--- config.mk ---
export PLATFORM = sky130hd
export DESIGN_NAME = gate_netlist_evaluator
export DESIGN_NICKNAME = d
export VERILOG_FILES = /design/src/hw/rtl/gne_pkg.sv /design/src/hw/rtl/gne_ctrl.sv /design/src/hw/rtl/gne_datapath.sv /design/src/hw/rtl/gate_netlist_evaluator.sv
export VERILOG_INCLUDE_DIRS = /design/src /design/src/hw/rtl
export SDC_FILE = /design/constraint.sdc
export NUM_CORES = 2
export LEC_CHECK = 0
export BUFFER_PORTS_ARGS = -buffer_cell sky130_fd_sc_hd__buf_4
export CAP_MARGIN = 15
export CORE_MARGIN = 2
export CORE_UTILIZATION = 57
export CTS_CLUSTER_DIAMETER = 30
export CTS_CLUSTER_SIZE = 40
export DETAILED_ROUTE_END_ITERATION = 6
export MAX_ROUTING_LAYER = met4
export PLACE_DENSITY = 0.76
export SYNTH_ARGS = -nofsm -noshare
export SYNTH_HDL_FRONTEND = slang
export SYNTH_SLANG_ARGS = --single-unit
--- constraint.sdc ---
create_clock -name i_clk -period 9.9 [get_ports i_clk]
set_input_delay 0.495 -clock i_clk [delete_from_list [all_inputs] [get_ports i_clk]]
set_output_delay 0.495 -clock i_clk [all_outputs]
set_load 0.02 [all_outputs]
--- src/hw/rtl/gate_netlist_evaluator_defines.svh ---
// Assertion macros used by the gate netlist evaluator datapath.
`ifndef GATE_NETLIST_EVALUATOR_DEFINES_SVH
`define GATE_NETLIST_EVALUATOR_DEFINES_SVH

// Same-cycle implication, clocked on i_clk, off during reset.
`define GNE_ASSERT_IMP(label, ante, cons, msg) \
    label: assert property (@(posedge i_clk) disable iff (!i_rst_n) (ante) |-> (cons)) \
        else $error(msg);

// Next-cycle implication, clocked on i_clk, off during reset.
`define GNE_ASSERT_NXT(label, ante, cons, msg) \
    label: assert property (@(posedge i_clk) disable iff (!i_rst_n) (ante) |=> (cons)) \
        else $error(msg);

`endif

--- src/hw/rtl/gne_pkg.sv ---
// Types, constants and codes of the gate netlist evaluator.
`default_nettype none
package gne_pkg;

    localparam int MAX_GATES = 128;
    localparam int GATE_W    = $clog2(MAX_GATES);
    localparam int COUNT_W   = $clog2(MAX_GATES + 1);
    localparam int SEL_W     = 8;
    localparam int PASS_W    = 4;
    localparam int CFG_IDX_W = 2;
    localparam int CFG_W     = 8;

    localparam logic [PASS_W-1:0] PASS_LIMIT_RESET = 4'd10;
    localparam logic [SEL_W-1:0]  SEL_NONE         = 8'd0;
    localparam logic [SEL_W-1:0]  SEL_VAR_LAST     = 8'd4;
    localparam logic [SEL_W-1:0]  SEL_GATE_BASE    = 8'd5;

    localparam logic [CFG_IDX_W-1:0] CFG_GATE_COUNT  = 2'd0;
    localparam logic [CFG_IDX_W-1:0] CFG_RESULT_GATE = 2'd1;
    localparam logic [CFG_IDX_W-1:0] CFG_PASS_LIMIT  = 2'd2;

    localparam logic OP_LOAD = 1'b0;
    localparam logic OP_EVAL = 1'b1;

    typedef enum logic [2:0] {
        K_NOT    = 3'd0,
        K_AND    = 3'd1,
        K_NAND   = 3'd2,
        K_OR     = 3'd3,
        K_NOR    = 3'd4,
        K_XOR    = 3'd5,
        K_XNOR   = 3'd6,
        K_RESULT = 3'd7
    } t_kind;

    typedef struct packed {
        logic             opcode;
        logic [6:0]       gate_index;
        logic [2:0]       gate_kind;
        logic [SEL_W-1:0] source_first;
        logic [SEL_W-1:0] source_second;
        logic             var_a;
        logic             var_b;
        logic             var_c;
        logic             var_d;
    } t_in_word;

    typedef struct packed {
        logic out_value;
        logic resolved;
    } t_out_word;

    typedef struct packed {
        t_kind            kind;
        logic [SEL_W-1:0] src1;
        logic [SEL_W-1:0] src2;
    } t_entry;

    typedef struct packed {
        logic load;
        logic start;
        logic step;
        logic finish;
    } t_cmd;

    typedef struct packed {
        logic used_zero;
        logic limit_zero;
        logic last_entry;
        logic pass_last;
        logic done_now;
        logic out_free;
    } t_stat;

endpackage
`default_nettype wire

--- src/hw/rtl/gne_ctrl.sv ---
// Controller state machine of the gate netlist evaluator.
`default_nettype none
module gne_ctrl import gne_pkg::*; (
    input  wire logic i_clk,
    input  wire logic i_rst_n,
    input  wire logic i_in_valid,
    input  wire logic i_opcode,
    output logic      o_in_stall,
    input  t_stat     i_stat,
    output t_cmd      o_cmd
);

    typedef enum logic [2:0] {
        S_IDLE   = 3'b001,
        S_SWEEP  = 3'b010,
        S_FINISH = 3'b100
    } t_state;

    t_state r_state, n_state;
    logic   in_acc;

    assign o_in_stall = (r_state != S_IDLE);
    assign in_acc     = i_in_valid && !o_in_stall;

    always_comb begin
        n_state = r_state;
        o_cmd   = '0;
        case (r_state)
            S_IDLE: begin
                if (in_acc) begin
                    if (i_opcode == OP_LOAD) begin
                        o_cmd.load = 1'b1;
                    end else begin
                        o_cmd.start = 1'b1;
                        if (i_stat.used_zero || i_stat.limit_zero) begin
                            n_state = S_FINISH;
                        end else begin
                            n_state = S_SWEEP;
                        end
                    end
                end
            end
            S_SWEEP: begin
                o_cmd.step = 1'b1;
                if (i_stat.done_now || (i_stat.last_entry && i_stat.pass_last)) begin
                    n_state = S_FINISH;
                end
            end
            S_FINISH: begin
                if (i_stat.out_free) begin
                    o_cmd.finish = 1'b1;
                    n_state      = S_IDLE;
                end
            end
            default: begin
                n_state = S_IDLE;
            end
        endcase
    end

    always_ff @(posedge i_clk) begin
        if (!i_rst_n) begin
            r_state <= S_IDLE;
        end else begin
            r_state <= n_state;
        end
    end

endmodule
`default_nettype wire

--- src/hw/rtl/gne_datapath.sv ---
// Datapath: gate table, marks and values, configuration and output register.
`default_nettype none
`include "gate_netlist_evaluator_defines.svh"
module gne_datapath import gne_pkg::*; (
    input  wire logic                 i_clk,
    input  wire logic                 i_rst_n,
    input  t_in_word                  i_in_word,
    input  wire logic                 i_cfg_valid,
    output logic                      o_cfg_ready,
    input  wire logic [CFG_IDX_W-1:0] i_cfg_index,
    input  wire logic [CFG_W-1:0]     i_cfg_data,
    input  t_cmd                      i_cmd,
    output t_stat                     o_stat,
    output logic                      o_out_valid,
    input  wire logic                 i_out_stall,
    output t_out_word                 o_out_word
);

    logic [COUNT_W-1:0]   r_count;
    logic [GATE_W-1:0]    r_result;
    logic [PASS_W-1:0]    r_limit;
    logic [PASS_W-1:0]    r_pass;
    logic [GATE_W-1:0]    r_ptr;
    logic [3:0]           r_vars;
    logic [MAX_GATES-1:0] r_mark;
    logic [MAX_GATES-1:0] r_val;
    t_entry               mem [MAX_GATES];
    t_entry               r_entry;
    logic                 r_out_valid;
    t_out_word            r_out;

    logic [COUNT_W-1:0] used;
    logic [GATE_W-1:0]  rd_addr;
    logic               rd_en;
    logic [GATE_W-1:0]  ptr_next;
    logic               known1, known2, x, y, r, single, wr, res_in, resolved;
    logic [SEL_W-1:0]   g1, g2;

    assign o_cfg_ready = 1'b1;
    assign used = (r_count > COUNT_W'(MAX_GATES)) ? COUNT_W'(MAX_GATES) : r_count;

    always_ff @(posedge i_clk) begin
        if (!i_rst_n) begin
            r_count  <= '0;
            r_result <= '0;
            r_limit  <= PASS_LIMIT_RESET;
        end else if (i_cfg_valid) begin
            case (i_cfg_index)
                CFG_GATE_COUNT:  r_count  <= i_cfg_data[COUNT_W-1:0];
                CFG_RESULT_GATE: r_result <= i_cfg_data[GATE_W-1:0];
                CFG_PASS_LIMIT:  r_limit  <= i_cfg_data[PASS_W-1:0];
                default: ;
            endcase
        end
    end

    // source lookup; gate g is selector 5+g
    assign g1 = r_entry.src1 - SEL_GATE_BASE;
    assign g2 = r_entry.src2 - SEL_GATE_BASE;

    always_comb begin
        known1 = 1'b0;
        x      = 1'b0;
        if (r_entry.src1 == SEL_NONE) begin
            known1 = 1'b0;
        end else if (r_entry.src1 <= SEL_VAR_LAST) begin
            known1 = 1'b1;
            x      = r_vars[r_entry.src1[1:0] - 2'd1];
        end else if (g1 < SEL_W'(used)) begin
            known1 = r_mark[g1[GATE_W-1:0]];
            x      = r_val[g1[GATE_W-1:0]];
        end
    end

    always_comb begin
        known2 = 1'b0;
        y      = 1'b0;
        if (r_entry.src2 == SEL_NONE) begin
            known2 = 1'b0;
        end else if (r_entry.src2 <= SEL_VAR_LAST) begin
            known2 = 1'b1;
            y      = r_vars[r_entry.src2[1:0] - 2'd1];
        end else if (g2 < SEL_W'(used)) begin
            known2 = r_mark[g2[GATE_W-1:0]];
            y      = r_val[g2[GATE_W-1:0]];
        end
    end

    always_comb begin
        case (r_entry.kind)
            K_NOT:    r = ~x;
            K_AND:    r = x & y;
            K_NAND:   r = ~(x & y);
            K_OR:     r = x | y;
            K_NOR:    r = ~(x | y);
            K_XOR:    r = x ^ y;
            K_XNOR:   r = ~(x ^ y);
            K_RESULT: r = x;
            default:  r = x;
        endcase
    end

    assign single = (r_entry.kind == K_NOT) || (r_entry.kind == K_RESULT);
    assign wr     = i_cmd.step && !r_mark[r_ptr] && known1 && (single || known2);

    assign res_in   = {1'b0, r_result} < used;
    assign resolved = res_in && r_mark[r_result];

    assign o_stat.used_zero  = (used == '0);
    assign o_stat.limit_zero = (r_limit == '0);
    assign o_stat.last_entry = ({1'b0, r_ptr} == used - COUNT_W'(1));
    assign o_stat.pass_last  = ({1'b0, r_pass} + (PASS_W+1)'(1)) >= {1'b0, r_limit};
    assign o_stat.done_now   = res_in && (r_mark[r_result] || (wr && (r_ptr == r_result)));
    assign o_stat.out_free   = !r_out_valid || !i_out_stall;

    assign ptr_next = o_stat.last_entry ? '0 : r_ptr + GATE_W'(1);
    assign rd_en    = i_cmd.start || i_cmd.step;
    assign rd_addr  = i_cmd.start ? '0 : ptr_next;

    always_ff @(posedge i_clk) begin
        if (i_cmd.load) begin
            mem[i_in_word.gate_index] <= '{kind: t_kind'(i_in_word.gate_kind),
                                           src1: i_in_word.source_first,
                                           src2: i_in_word.source_second};
        end
        if (rd_en) begin
            r_entry <= mem[rd_addr];
        end
    end

    always_ff @(posedge i_clk) begin
        if (!i_rst_n) begin
            r_mark <= '0;
            r_pass <= '0;
            r_ptr  <= '0;
        end else if (i_cmd.start) begin
            r_mark <= '0;
            r_pass <= '0;
            r_ptr  <= '0;
        end else if (i_cmd.step) begin
            r_ptr <= ptr_next;
            if (o_stat.last_entry) begin
                r_pass <= r_pass + PASS_W'(1);
            end
            if (wr) begin
                r_mark[r_ptr] <= 1'b1;
            end
        end
    end

    always_ff @(posedge i_clk) begin
        if (i_cmd.start) begin
            r_vars <= {i_in_word.var_d, i_in_word.var_c, i_in_word.var_b, i_in_word.var_a};
        end
        if (wr) begin
            r_val[r_ptr] <= r;
        end
    end

    always_ff @(posedge i_clk) begin
        if (!i_rst_n) begin
            r_out_valid <= 1'b0;
        end else if (i_cmd.finish) begin
            r_out_valid <= 1'b1;
        end else if (!i_out_stall) begin
            r_out_valid <= 1'b0;
        end
    end

    always_ff @(posedge i_clk) begin
        if (i_cmd.finish) begin
            r_out.resolved  <= resolved;
            r_out.out_value <= resolved && r_val[r_result];
        end
    end

    assign o_out_valid = r_out_valid;
    assign o_out_word  = r_out;

    `GNE_ASSERT_NXT(a_marks_cleared, i_cmd.start, r_mark == '0, "marks not cleared at start")
    `GNE_ASSERT_NXT(a_marks_sticky, !i_cmd.start, (r_mark & $past(r_mark)) == $past(r_mark),
        "computed mark lost during evaluation")
    `GNE_ASSERT_IMP(a_out_from_finish, $rose(r_out_valid), $past(i_cmd.finish),
        "output word without finish")
    `GNE_ASSERT_IMP(a_finish_free, i_cmd.finish, o_stat.out_free, "finish overwrote held word")

endmodule
`default_nettype wire

--- src/hw/rtl/gate_netlist_evaluator.sv ---
// Top level of the gate netlist evaluator: controller plus datapath.
//
// Input channel (i_in_valid / o_in_stall, word i_in_word): a load word writes
// one table entry and gives no result. An evaluate word clears the computed
// marks and sweeps entries 0..gate_count-1 (gate_count capped at 128), one
// entry per cycle (the single read port of the gate table), for up to
// pass_limit passes, stopping as soon as the result gate is computed. It then
// gives one output word; no new word is taken until the result is registered.
// Output channel (o_out_valid / i_out_stall, word o_out_word): a one-word
// output register; a load may be accepted while a result waits there, and an
// evaluate that finishes while the word is still stalled waits for it to go.
// Configuration (i_cfg_valid / o_cfg_ready, i_cfg_index, i_cfg_data): ready
// is always high; index 0 gate_count, 1 result_gate, 2 pass_limit.
// Reset (i_rst_n low, synchronous): controller idle, output empty, marks
// cleared, gate_count 0, result_gate 0, pass_limit 10. Table contents are
// not reset and must be loaded before use.
`default_nettype none
module gate_netlist_evaluator import gne_pkg::*; (
    input  wire logic                 i_clk,
    input  wire logic                 i_rst_n,
    input  wire logic                 i_in_valid,
    output logic                      o_in_stall,
    input  t_in_word                  i_in_word,
    output logic                      o_out_valid,
    input  wire logic                 i_out_stall,
    output t_out_word                 o_out_word,
    input  wire logic                 i_cfg_valid,
    output logic                      o_cfg_ready,
    input  wire logic [CFG_IDX_W-1:0] i_cfg_index,
    input  wire logic [CFG_W-1:0]     i_cfg_data
);

    t_cmd  cmd;
    t_stat stat;

    gne_ctrl u_ctrl (
        .i_clk      (i_clk),
        .i_rst_n    (i_rst_n),
        .i_in_valid (i_in_valid),
        .i_opcode   (i_in_word.opcode),
        .o_in_stall (o_in_stall),
        .i_stat     (stat),
        .o_cmd      (cmd)
    );

    gne_datapath u_datapath (
        .i_clk       (i_clk),
        .i_rst_n     (i_rst_n),
        .i_in_word   (i_in_word),
        .i_cfg_valid (i_cfg_valid),
        .o_cfg_ready (o_cfg_ready),
        .i_cfg_index (i_cfg_index),
        .i_cfg_data  (i_cfg_data),
        .i_cmd       (cmd),
        .o_stat      (stat),
        .o_out_valid (o_out_valid),
        .i_out_stall (i_out_stall),
        .o_out_word  (o_out_word)
    );

endmodule
`default_nettype wire
* Yosys cells after proc, flatten, opt, wreduce, memory -nomap -nowiden
Memories as Yosys holds them, arrays and structs flattened. A register that Yosys moved wholly into a read port is not among the register bits.
Index checks and enable logic that the tools add are counted.
** Cells by class
- $add $sub $neg :: 8
- Bitwise logic cells :: 9
- Eq/ne operators :: 20
- Reductions and logical operators :: 34
- Muxes and demuxes :: 54
- Order comparisons :: 14
** Operators with widths (count)
- 128-bit bitwise mux :: 1
- 128-bit OR :: 1
- 1-bit binary-select mux with 7-bit select :: 7
- 7-bit by 8-bit less-than comparator with 1-bit output, second input constant :: 4
- 1-bit two-way mux :: 31
- 8-bit zero test :: 3
- 8-bit by 3-bit <= comparator with 1-bit output, second input constant :: 2
- 8-bit less-than comparator :: 2
- 8-bit by 3-bit subtractor with 8-bit output, second input constant :: 2
- 3-bit equality test, second input constant :: 5
- 3-bit two-way mux :: 5
- 7-bit two-way mux :: 2
- 1-bit logical AND :: 10
- 2-bit AND reduction :: 5
- 3-bit by 2-bit equality test with 1-bit output, second input constant :: 3
- 3-bit case mux with 3 select lines :: 1
- 7-bit by 8-bit equality test with 1-bit output :: 1
- 8-bit greater-than comparator, second input constant :: 1
- 7-bit by 8-bit less-than comparator with 1-bit output :: 1
- 8-bit two-way mux :: 1
- 1-bit case mux with 8 select lines :: 1
- 8-bit by 1-bit subtractor with 8-bit output, second input constant :: 1
- 7-bit by 1-bit adder with 7-bit output, second input constant :: 1
- 1-bit demux with 7-bit select :: 1
- other kinds (26) :: 47
** Storage, ports and cells
- Output and inout bits :: 5
- Memory bits (writable) :: 2432
- Memories kept :: 1
- Flip-flop bits (word level) :: 296
- Word-level logic and storage cells :: 152
** Memory list
- u_datapath.mem :: depth 128, bits a word 19, rd ports 1, clocked after memory_dff 1, wr ports 1, RTL line gne_datapath.sv:27 : t_entry mem [MAX_GATES];

* Logic depth before layout (Yosys ltp)
- Word-level depth :: 14
- Depth in mapped cells :: 29
- Gate-level depth less buffers :: 23

* Hierarchy
A second synthesis with hierarchy kept.
** Unflattened totals
- Cells, all modules :: 7370
- Area, all modules :: 114066.9 um^2
** Modules (own cells, without submodules)
- gne_datapath :: area an instance 113863.0 um^2, cells each 7347, times used 1
- gne_ctrl :: area an instance 203.9 um^2, cells each 23, times used 1

* Least setup slack after synthesis
Ideal clock, no wire load.
- Path kind :: flip-flop to flip-flop
- From :: register, netlist name u_datapath.r_entry[0]
- To :: register u_datapath.r_val[0] (data pin)
- Data required time :: 9.009 ns
- Arrival time :: 9.043 ns
- Slack :: -0.034 ns
- Cell stages (with the launch flop) :: 26
- Buffers on the path :: 7
- Path through :: edfxtp_1 clkbuf_1 buf_2 buf_2 buf_1 inv_1 ha_1 buf_1 buf_1 buf_1 mux4_2 mux4_2 mux4_2 nand2_1 nand2_1 nand2_1 o32a_1 and2_1 ha_1 nor2_1 nand2_1 o211ai_1 o21ai_0 o21ai_0 o31ai_1 a21oi_1
** Between the ends
- Cells in the longest elaborated chain, start to end :: 10
** RTL lines
- 8-bit by 3-bit subtractor with 8-bit output :: RTL line gne_datapath.sv:59 : assign g2 = r_entry.src2 - SEL_GATE_BASE;
- 1-bit binary-select mux with 7-bit select :: RTL line gne_datapath.sv:85 : y = r_val[g2[GATE_W-1:0]];
- 1-bit two-way mux (not written as such) :: RTL line gne_datapath.sv:85
- 1-bit two-way mux :: RTL line gne_datapath.sv:83 : end else if (g2 < SEL_W'(used)) begin
- 1-bit two-way mux :: RTL line gne_datapath.sv:80 : end else if (r_entry.src2 <= SEL_VAR_LAST) begin
- 1-bit two-way mux (*) :: RTL line gne_datapath.sv:78 : if (r_entry.src2 == SEL_NONE) begin
- 1-bit bitwise XOR (tied with other cells) :: RTL line gne_datapath.sv:96, gne_datapath.sv:97
- 1-bit inverter, on equally long branches :: RTL line gne_datapath.sv:97, gne_datapath.sv:93, gne_datapath.sv:95
- 1-bit case mux with 8 select lines (*) :: RTL line gne_datapath.sv:90 : case (r_entry.kind)
- net u_datapath.r :: RTL line gne_datapath.sv:36 : logic known1, known2, x, y, r, single, wr, res_in, resolved;
- 128-bit bitwise mux (*) :: RTL line gne_datapath.sv:156 : r_val[r_ptr] <= r;
- to (signal, indexed assignment) :: RTL line gne_datapath.sv:156
- to (decl) :: RTL line gne_datapath.sv:26 : logic [MAX_GATES-1:0] r_val;
Mark *: on every way through the listed nets, which the timed path passes. The rest lies on a longest branch. The select of a mux whose other input is x is not followed.
A chain may end at the register's enable or synchronous reset.

* Worst setup path in the final report
- From :: register u_datapath.r_count[7]
- To :: register, netlist name u_datapath.r_entry[11]
** Between the ends
- Cells in the longest elaborated chain, start to end :: 6
** RTL lines
- from (decl) :: RTL line gne_datapath.sv:19 : logic [COUNT_W-1:0] r_count;
- from (signal assigned) :: RTL line gne_datapath.sv:49 : CFG_GATE_COUNT: r_count <= i_cfg_data[COUNT_W-1:0];
- 8-bit greater-than comparator :: RTL line gne_datapath.sv:40 : assign used = (r_count > COUNT_W'(MAX_GATES)) ? COUNT_W'(MAX_GATES) : r_count;
- 8-bit two-way mux (*) :: RTL line gne_datapath.sv:40
- 8-bit by 1-bit subtractor with 8-bit output (*) :: RTL line gne_datapath.sv:111 : assign o_stat.last_entry = ({1'b0, r_ptr} == used - COUNT_W'(1));
- 7-bit by 8-bit equality test with 1-bit output (*) :: RTL line gne_datapath.sv:111
- 7-bit two-way mux (*) :: RTL line gne_datapath.sv:116 : assign ptr_next = o_stat.last_entry ? '0 : r_ptr + GATE_W'(1);
- 7-bit two-way mux (*) :: RTL line gne_datapath.sv:118 : assign rd_addr = i_cmd.start ? '0 : ptr_next;
Every way passes the cells marked *; elsewhere a longest branch is shown, timed or not.

==> impl_metrics.py <==
metrics = {
    "setup_path": {
        "arrival_ns": 8.62,
        "worst_ep_required_time_ns": 10.66,
        "end_kind": "flip-flop",
        "worstPathMaxFanout": 41,
        "start_kind": "flip-flop",
        "reg2reg_slack_ns": 2.04,
        "critPathKind": "flip-flop to flip-flop",
    },
    "synth": {
        "yosys.area_share.adder_pct": 0.370,
        "synth_top_area_cell": "edfxtp_1",
        "synth_cell_types": 91,
        "yosys.area_share.simple_pct": 8.34,
        "synth_compound_area_share_pct": 11.0,
        "syn_inst": 8053,
        "synthArstFlopShare_pct": 0,
        "ys_ff_latch": 2747,
        "ys_top_cells_by_count": "edfxtp_1 (2585), nand2_1 (980), nor2_1 (633), o21ai_0 (319), a21oi_1 (316)",
        "synth_mux_area_share_pct": 7.41,
        "syn_nets": 8133,
        "synth_top_family_by_area": "compound AO/OA/AOI/OAI gates",
        "synth_area_leaders": "edfxtp_1 (67%), mux4_2 (4.8%), nand2_1 (3.2%)",
        "syn_area_per_cell_um2": 14.3,
        "synth.top_cell.area_share_pct": 67.4,
        "synth_most_common_cell": "edfxtp_1",
        "synth_edf_count": 2585,
        "yosys.area_share.xor_xnor_pct": 0.297,
        "yosysSeqAreaShare_pct": 70.2,
        "yosysWarnings": 0,
        "syn-cell-area_mm2": 0.115,
        "ys.flop_type": "edfxtp_1",
    },
    "power_and_ir_drop": {
        "pwr-share-clk_pct": 54.5,
        "ir_drop_mv": 0.216,
        "share_seq_of_total_power_pct": 41.6,
        "p_leak_uw": 0.0447,
        "p_int_uw": 23900,
        "p_sw_share_pct": 22.2,
        "power_density_mw_per_mm2": 224,
        "power_frac_comb_pct": 3.9,
        "p_switching_uw": 6830,
    },
    "outcome": {
        "violations": "DRC, capacitance limit, slew limit",
        "status": "complete, but fails checks",
    },
    "floorplan": {
        "fp-row-count": 164,
        "core_mm2": 0.200,
        "initial_core_util_pct": 57.5,
        "die_y_um": 453,
        "die_x_um": 453,
        "die-area_mm2": 0.206,
        "design.portCount": 51,
    },
    "sta": {
        "drv_slew": 3,
        "max_slew_margin_pct": -1.14,
        "fmax_ghz": 0.127,
        "worst_slew_pin_slew_ns": 1.51,
        "post-route-min-period_ns": 7.86,
        "rsz0062_at_grt": "no",
        "finalCritPeriodShare_pct": 79.4,
        "setup_tns_ns": 0,
        "fin_skew_ns": 0.0846,
        "setup_viol_count_final": 0,
        "hold_viol_final": 0,
    },
    "drt": {
        "ant_nets": 0,
        "drc_errors": 4,
        "post_drt_wl_per_cell_um": 39.3,
        "viasPerCell": 7.57,
        "drt_pass1_iterations": 7,
        "drt_iter0_markers": 18800,
        "vias": 87300,
        "wl_mm": 454,
    },
    "final_layout": {
        "final_nets": 8479,
        "drive_gt1_share_pct": 19.9,
        "final_cells": 11500,
        "nFillCells": 12900,
        "area_growth_pct": 19.1,
    },
    "clocking": {
        "clockRootBuffer": "clkbuf_16",
        "htree_levels": 5,
        "cts_buffers": 485,
        "clkTransAtPathRegs_ns": 0.06,
        "clock_sinks": 2747,
        "clk_latency_ns": 1.04,
        "cts.repair.resized": 0,
        "tritoncts": "built",
        "post_cts_buffers": 0,
        "clockBufferDepth": 4,
    },
    "job": {
        "maxCapViolCount": 1,
    },
    "placed_design": {
        "post-place-cells": 10500,
        "gp_congestion": 1.06,
        "portBuffers": 49,
        "dp.final_hpwl_mm": 266,
    },
    "global_route": {
        "grt_pass1_vias": 81600,
        "grt_max_degree": 123,
        "antenna_found_initial": 55,
        "grt_pass1_wl_mm": 625,
        "grt_use_total_pct": 44.8,
        "grt_remaining_overflow": 0,
    },
    "min_path": {
        "hold_path.class": "input pin to flip-flop",
    },
}
==> critical path, stage by stage (launching register included) <==
cell and delay [ns]:
dfxtp_1 0.66, clkinv_1 0.46, nand2_1 0.32, ha_1 0.35
a21oi_1 0.09, or3b_1 0.45, a211oi_4 0.57, buf_4 0.35
a21oi_4 0.09, buf_4 0.37, buf_4 0.40, nor2_2 0.22
buf_4 0.45, a221oi_1 0.37, o32ai_1 1.33, o211ai_1 0.71
and3_1 0.38
==> cells by family after synthesis <==
family	count (synthesis)
flip-flops	2747
AND/OR/NAND/NOR	2237
AO/OA/AOI/OAI	1848
buffers and inverters	607
multiplexers	540
XOR/XNOR	39
adder cells (fa/ha/maj)	34
other	1
==> through the flow <==
step	total power (uW)	hold slack [ns]	setup WS [ns]	cell area (um^2)	util, %
final	30800	0.0747	2.04	137000	68.5
after global routing	31200	0.0721	2.15	137000	68.4
after CTS	30600	0.0328	2.69	137000	68.3
after detailed placement	14100	0.475	2.75	120000	60.0
after global placement	14100	0.464	2.66	120000	59.9
after floorplan	13600	0.454	1.77	115000	-
==> timing repair <==
item	in CTS	in global routing
hold buffers	21	0
endpoints found under the setup margin	0	0
endpoints found under the hold margin	137	0
==> final timing paths <==
path	cells after the start	from	to
hold reg to reg	2	u_datapath.r_pass[1]	u_datapath.r_pass[1]
setup / recovery	16	u_datapath.r_count[7]	u_datapath.r_entry[11]
setup reg to reg	16	u_datapath.r_count[7]	u_datapath.r_entry[11]
hold / removal	1	i_in_word[4]	u_datapath.mem[94][0]
==> area by class of cell <==
cell class / instances / area [um^2] / area share (%)
Sequential cell: 2747 / 80900 / 59.0
Multi-Input combinational cell: 4699 / 32600 / 23.8
Clock buffer: 548 / 12700 / 9.27
Clock inverter: 338 / 3770 / 2.75
Timing Repair Buffer: 436 / 3500 / 2.55
Tap cell: 2656 / 3320 / 2.42
Antenna cell: 86 / 215 / 0.157
Inverter: 30 / 123 / 0.0894
==> power groups by stage <==
stage / Sequential (uW) / Clock [uW] / Combinational [uW]
CTS: 12800 / 16700 / 1120
detailed placement: 13000 / 0 / 1110
floorplan: 13000 / 0 / 544
finish: 12800 / 16800 / 1200
global route: 12800 / 17200 / 1200
global placement: 13000 / 0 / 1090
==> per-layer routing <==
| layer | routed length (um) | track usage (%) | up-vias |
|---|---|---|---|
| li1 | - | - | 32700 |
| met1 | 144000 | 54.6 | 42200 |
| met2 | 185000 | 59.2 | 10000 |
| met3 | 86800 | 21.5 | 2376 |
| met4 | 38100 | 29.2 | 0 |
| met5 | 0 | - | - |
==> placed cells by master, fill, tap and decap left out, types with 33 or more instances in the layout <==
master	n
a211oi_1	59
a21oi_1	301
a221oi_1	55
a22o_1	141
a22oi_1	57
a31oi_1	126
buf_4	394
bufinv_16	63
clkbuf_1	44
clkbuf_16	498
clkinv_1	52
clkinv_2	69
clkinv_4	46
clkinvlp_4	57
dfxtp_1	157
diode_2	86
edfxtp_1	2585
inv_6	45
mux2_2	61
mux2i_1	235
mux4_2	244
nand2_1	976
nand3_1	283
nand4_1	33
nor2_1	493
nor2_2	112
nor2b_1	39
nor3_1	85
o211ai_1	108
o21ai_0	316
o221ai_1	194
o22ai_1	209
or3_1	52
==> flip-flops by register name, summed over array words and instances (netlist names) <==
name and cells:
u_datapath.r_val 128, u_datapath.r_count 8, u_datapath.r_vars 4, u_datapath.r_entry 19, u_datapath.r_limit 4, u_datapath.o_out_valid 1, u_datapath.r_pass 4, u_datapath.r_ptr 7
u_datapath.r_result 7, u_ctrl.r_state 3, u_datapath.mem 2432, u_datapath.r_mark 128, u_datapath.o_out_word 2
Power figures use the tool's default switching activity.
